## src/rtl/pcmdm_fifo.sv

```systemverilog
// Short first-in first-out queue of frame records between the front and
// the back of the down-mixer. No dependencies.
`default_nettype none

module pcmdm_fifo #(
  parameter int WIDTH = 8,
  parameter int DEPTH = 2
) (
  input  logic             clk,
  input  logic             rst,
  input  logic             push,
  input  logic [WIDTH-1:0] push_data,
  output logic             full,
  input  logic             pop,
  output logic [WIDTH-1:0] pop_data,
  output logic             empty
);

  localparam int PTR_W = (DEPTH > 1) ? $clog2(DEPTH) : 1;
  localparam int CNT_W = $clog2(DEPTH + 1);

  logic [WIDTH-1:0] store [DEPTH];
  logic [PTR_W-1:0] wr_ptr;
  logic [PTR_W-1:0] rd_ptr;
  logic [CNT_W-1:0] count;
  logic             do_push;
  logic             do_pop;

  assign full     = (count == CNT_W'(DEPTH));
  assign empty    = (count == '0);
  assign pop_data = store[rd_ptr];
  assign do_push  = push && !full;
  assign do_pop   = pop && !empty;

  always_ff @(posedge clk) begin
    if (rst) begin
      wr_ptr <= '0;
      rd_ptr <= '0;
      count  <= '0;
    end else begin
      if (do_push) begin
        wr_ptr <= (wr_ptr == PTR_W'(DEPTH - 1)) ? '0 : wr_ptr + PTR_W'(1);
      end
      if (do_pop) begin
        rd_ptr <= (rd_ptr == PTR_W'(DEPTH - 1)) ? '0 : rd_ptr + PTR_W'(1);
      end
      if (do_push && !do_pop) begin
        count <= count + CNT_W'(1);
      end else if (do_pop && !do_push) begin
        count <= count - CNT_W'(1);
      end
    end
  end

  always_ff @(posedge clk) begin
    if (do_push) begin
      store[wr_ptr] <= push_data;
    end
  end

endmodule

`default_nettype wire

```

## config.mk

```make
export PLATFORM = sky130hd
export DESIGN_NAME = pcmdm_fifo
export DESIGN_NICKNAME = d
export VERILOG_FILES = /design/src/rtl/pcmdm_fifo.sv
export SDC_FILE = /design/constraint.sdc
export NUM_CORES = 1
export LEC_CHECK = 0
export BUFFER_PORTS_ARGS = -buffer_cell sky130_fd_sc_hd__buf_2
export CAP_MARGIN = 20
export CORE_MARGIN = 4
export CORE_UTILIZATION = 34
export CTS_BUF_LIST = sky130_fd_sc_hd__clkbuf_4 sky130_fd_sc_hd__clkbuf_8
export DETAILED_ROUTE_END_ITERATION = 7
export REMOVE_ABC_BUFFERS = 1
export SLEW_MARGIN = 20
export SYNTH_ARGS = -nofsm -noshare
export SYNTH_HDL_FRONTEND = slang
export SYNTH_SLANG_ARGS = --single-unit
```

## constraint.sdc

```tcl
create_clock -name clk -period 1.62 [get_ports clk]
set_input_delay 0.081 -clock clk [delete_from_list [all_inputs] [get_ports clk]]
set_output_delay 0.081 -clock clk [all_outputs]
set_load 0.01 [all_outputs]
```

==> impl_metrics.sql <==
INSERT INTO impl_metrics (metric_group, metric, value, unit) VALUES
('finish', 'drive_above_1_share', '43.37', '%'),
('global_route', 'antenna_found_initial', '0', ''),
('yosys', 'synth.top_cell.area_share', '60.57', '%'),
('power_and_ir_drop', 'leakage_power', '0.0004211', 'uW'),
('die', 'io-pin-count', '22', ''),
('global_route', 'maximum_number_of_pins_on_one_net_before_global_route_repair', '12', ''),
('drt', 'wl', '1333', 'um'),
('hold_path', 'worst_hold_end', 'wr_ptr', ''),
('yosys', 'most_area_hungry_cell_type_in_the_yosys_netlist', 'edfxtp_1', ''),
('finish', 'nFillCells', '216', ''),
('global_route', 'gr-usage-met3', '2.759', '%'),
('sta', 'worst_slack', '126.3', 'ps'),
('critical_path', 'worstPathRequired', '1840', 'ps'),
('yosys', 'syn-cell-area', '793.3', 'um2'),
('global_route', 'grt_use_met1', '11.24', '%'),
('critical_path', 'slowest_delay', '380', 'ps'),
('critical_path', 'critical_path.cell_chain', 'nor2b_4 -> nor2_1 -> ha_1 -> or3_1 -> a21oi_1', ''),
('critical_path', 'cp_data_arrival_time', '1720', 'ps'),
('global_route', 'groute.usage.overall', '9.227', '%'),
('finish', 'final-instance-count-excl-fill', '111', ''),
('critical_path', 'r2r-end', 'count[1]', ''),
('power_and_ir_drop', 'vdd_ir_drop_max', '0.7551', 'mV'),
('placement', 'dp_hpwl', '923.8', 'um'),
('drt', 'dr.pass1.iters', '4', ''),
('clock_tree', 'clockBufferDepth', '2', ''),
('finish', 'area_growth', '33.12', '%'),
('critical_path', 'crit-reg2reg-launch', 'count[1]', ''),
('sta', 'least_margin_pin_slew', '376.8', 'ps'),
('drt', 'initialDrtViolationCount', '5', ''),
('global_route', 'first_global_vias', '501', ''),
('yosys', 'ys_seq_area_share', '73.19', '%'),
('global_route', 'use_met2', '15.03', '%'),
('clock_tree', 'htreeDepth', '1', ''),
('critical_path', 'crit_path_max_fanout', '5', ''),
('hold_path', 'hold_start', 'push', ''),
('yosys', 'netlist-cell-type-count', '13', ''),
('sta', 'setup_viol', '0', ''),
('drt', 'drt_drc_violations_left', '0', ''),
('finish', 'antennaDiodeCount', '0', ''),
('sta', 'final_hold_viol_count', '0', ''),
('critical_path', 'slowest_stage', 'or3_1', ''),
('clock_tree', 'cts.sinks', '21', ''),
('yosys', 'ys_ff_latch', '21', ''),
('drt', 'avgViaCountPerCell', '4.595', ''),
('global_route', 'grt_overflow', '0', ''),
('die', 'die-area', '0.003170', 'mm2'),
('clock_tree', 'later_pin_clock_latency_in_the_skew_report', '290', 'ps'),
('drt', 'wl_per_cell', '12.01', 'um'),
('sta', 'period_minus_slack', '1494', 'ps'),
('global_route', 'top_usage_layer', 'met2', ''),
('clock_tree', 'cts-root-buf', 'clkbuf_4', ''),
('yosys', 'yosys-top-cells-area', 'edfxtp_1 (61%), dfxtp_1 (13%), mux2_2 (11%)', ''),
('critical_path', 'reg2reg_depth', '5', ''),
('sta', 'timing.max_slew.rel_slack', '74.88', '%'),
('die', 'y_dimension_of_the_die', '56.30', 'um'),
('drt', 'num_vias', '510', ''),
('placement', 'pre_cts_ws', '66.05', 'ps'),
('critical_path', 'r2r_slack', '130', 'ps'),
('sta', 'totalNegativeSetupSlack', '0', 'ps'),
('placement', 'placed_cell_area', '928.4', 'um2'),
('critical_path', 'worst_setup_path_end_kind', 'flip-flop', ''),
('run_status', 'outcome', 'complete, no violations', ''),
('placement', 'place.gp.congestion', '0.6366', ''),
('power_and_ir_drop', 'power_per_cell_area', '1399', 'mW/mm2'),
('placement', 'dp.cells', '98', ''),
('die', 'core-area', '0.002212', 'mm2'),
('finish', 'postLayoutCellArea', '0.001056', 'mm2'),
('clock_tree', 'tritoncts_clock_tree', 'built', ''),
('die', 'fp-row-count', '17', ''),
('hold_path', 'hold_path_class', 'in2reg', ''),
('sta', 'final.period_utilization', '92.20', '%');
[how the worst max path moves through the flow]
stage / cells past startpoint / slack (ps) / to / start
floorplan: 5 / 130 / count[1] / count[1]
global placement: 4 / 120 / count[1] / count[0]
detailed placement: 4 / 70 / count[1] / count[0]
CTS: 4 / 40 / count[1] / count[0]
global route: 5 / 30 / count[1] / count[1]
finish: 5 / 130 / count[1] / count[1]
[repair_timing]
action | CTS | global route
hold endpoints to repair | 21 | 0
hold buffers | 9 | 0
resized for setup | 0 | 4
setup endpoints to repair | 0 | 1
[cells in the mapped netlist, drive strengths merged]
library cell,number
ha,1
buf,1
xor2,3
and2,1
or3,2
a21oi,2
mux2,8
inv,2
dfxtp,5
nor2b,1
nor2,5
o21ai,3
edfxtp,16
[cells in the final DEF (no fill, tap or decap)]
cell type       n
dfxtp_2         2
xor2_1          3
o21ai_1         1
buf_2          21
ha_1            1
dlygate4sd3_1   9
nor2b_4         1
mux2_2          8
and2_1          1
o21ai_0         2
dfxtp_1         3
edfxtp_1       16
or3_1           2
nor2_1          5
inv_1           2
a21oi_1         2
clkbuf_4        4
[registers in the layout (all words and copies together), names as in the netlist, named ones only]
register and count:
rd_ptr 1, wr_ptr 1, count 2, store 16
[layer usage]
metal	part of all wire, %	vias to the layer above
met5	0	-
met1	43	247
met2	49	17
met3	8.0	0
li1	-	246
met4	0	0
[metrics by stage]
| step | util (%) | power [uW] |
|---|---|---|
| after detailed placement | 41.97 | 1203 |
| after global routing | 47.74 | 1586 |
| final | 47.74 | 1477 |
| after floorplan | - | 1043 |
| after global placement | 41.97 | 1192 |
| after CTS | 47.40 | 1477 |
[layout make-up]
cell class / count / area share (%)
flip-flops and latches: 21 / 55.21
multi-input cells: 26 / 19.43
repair buffers: 30 / 18.48
well taps: 28 / 3.318
clock buffers: 4 / 2.844
inverters: 2 / 0.7109
[where the power goes]
group          total [uW]  internal (uW)  switching, uW
logic                 454            235            219
clock network         255            112            142
registers             769            692           76.3
total                1480           1040            437
[worst max-delay path: cells and delay by family (launching register included)]
kind	cells	cell delay, ps
adders and majority gates	1	310
and+or+nand+nor	3	610
DFF	1	370
AOI/OAI and AO/OA	1	140
[cells by family (layout without fill, tap and decap cells)]
kind of cell,Yosys count,count (layout),synth area share [%]
flip-flops,21,21,73.19
AND/OR/NAND/NOR,9,9,5.837
buffers and inverters,3,36,1.577
AO/OA/AOI/OAI,5,5,3.154
XOR/XNOR,3,3,3.313
multiplexers,8,8,11.36
adder cells (fa/ha/maj),1,1,1.577
(Power assumes the default switching activity.)
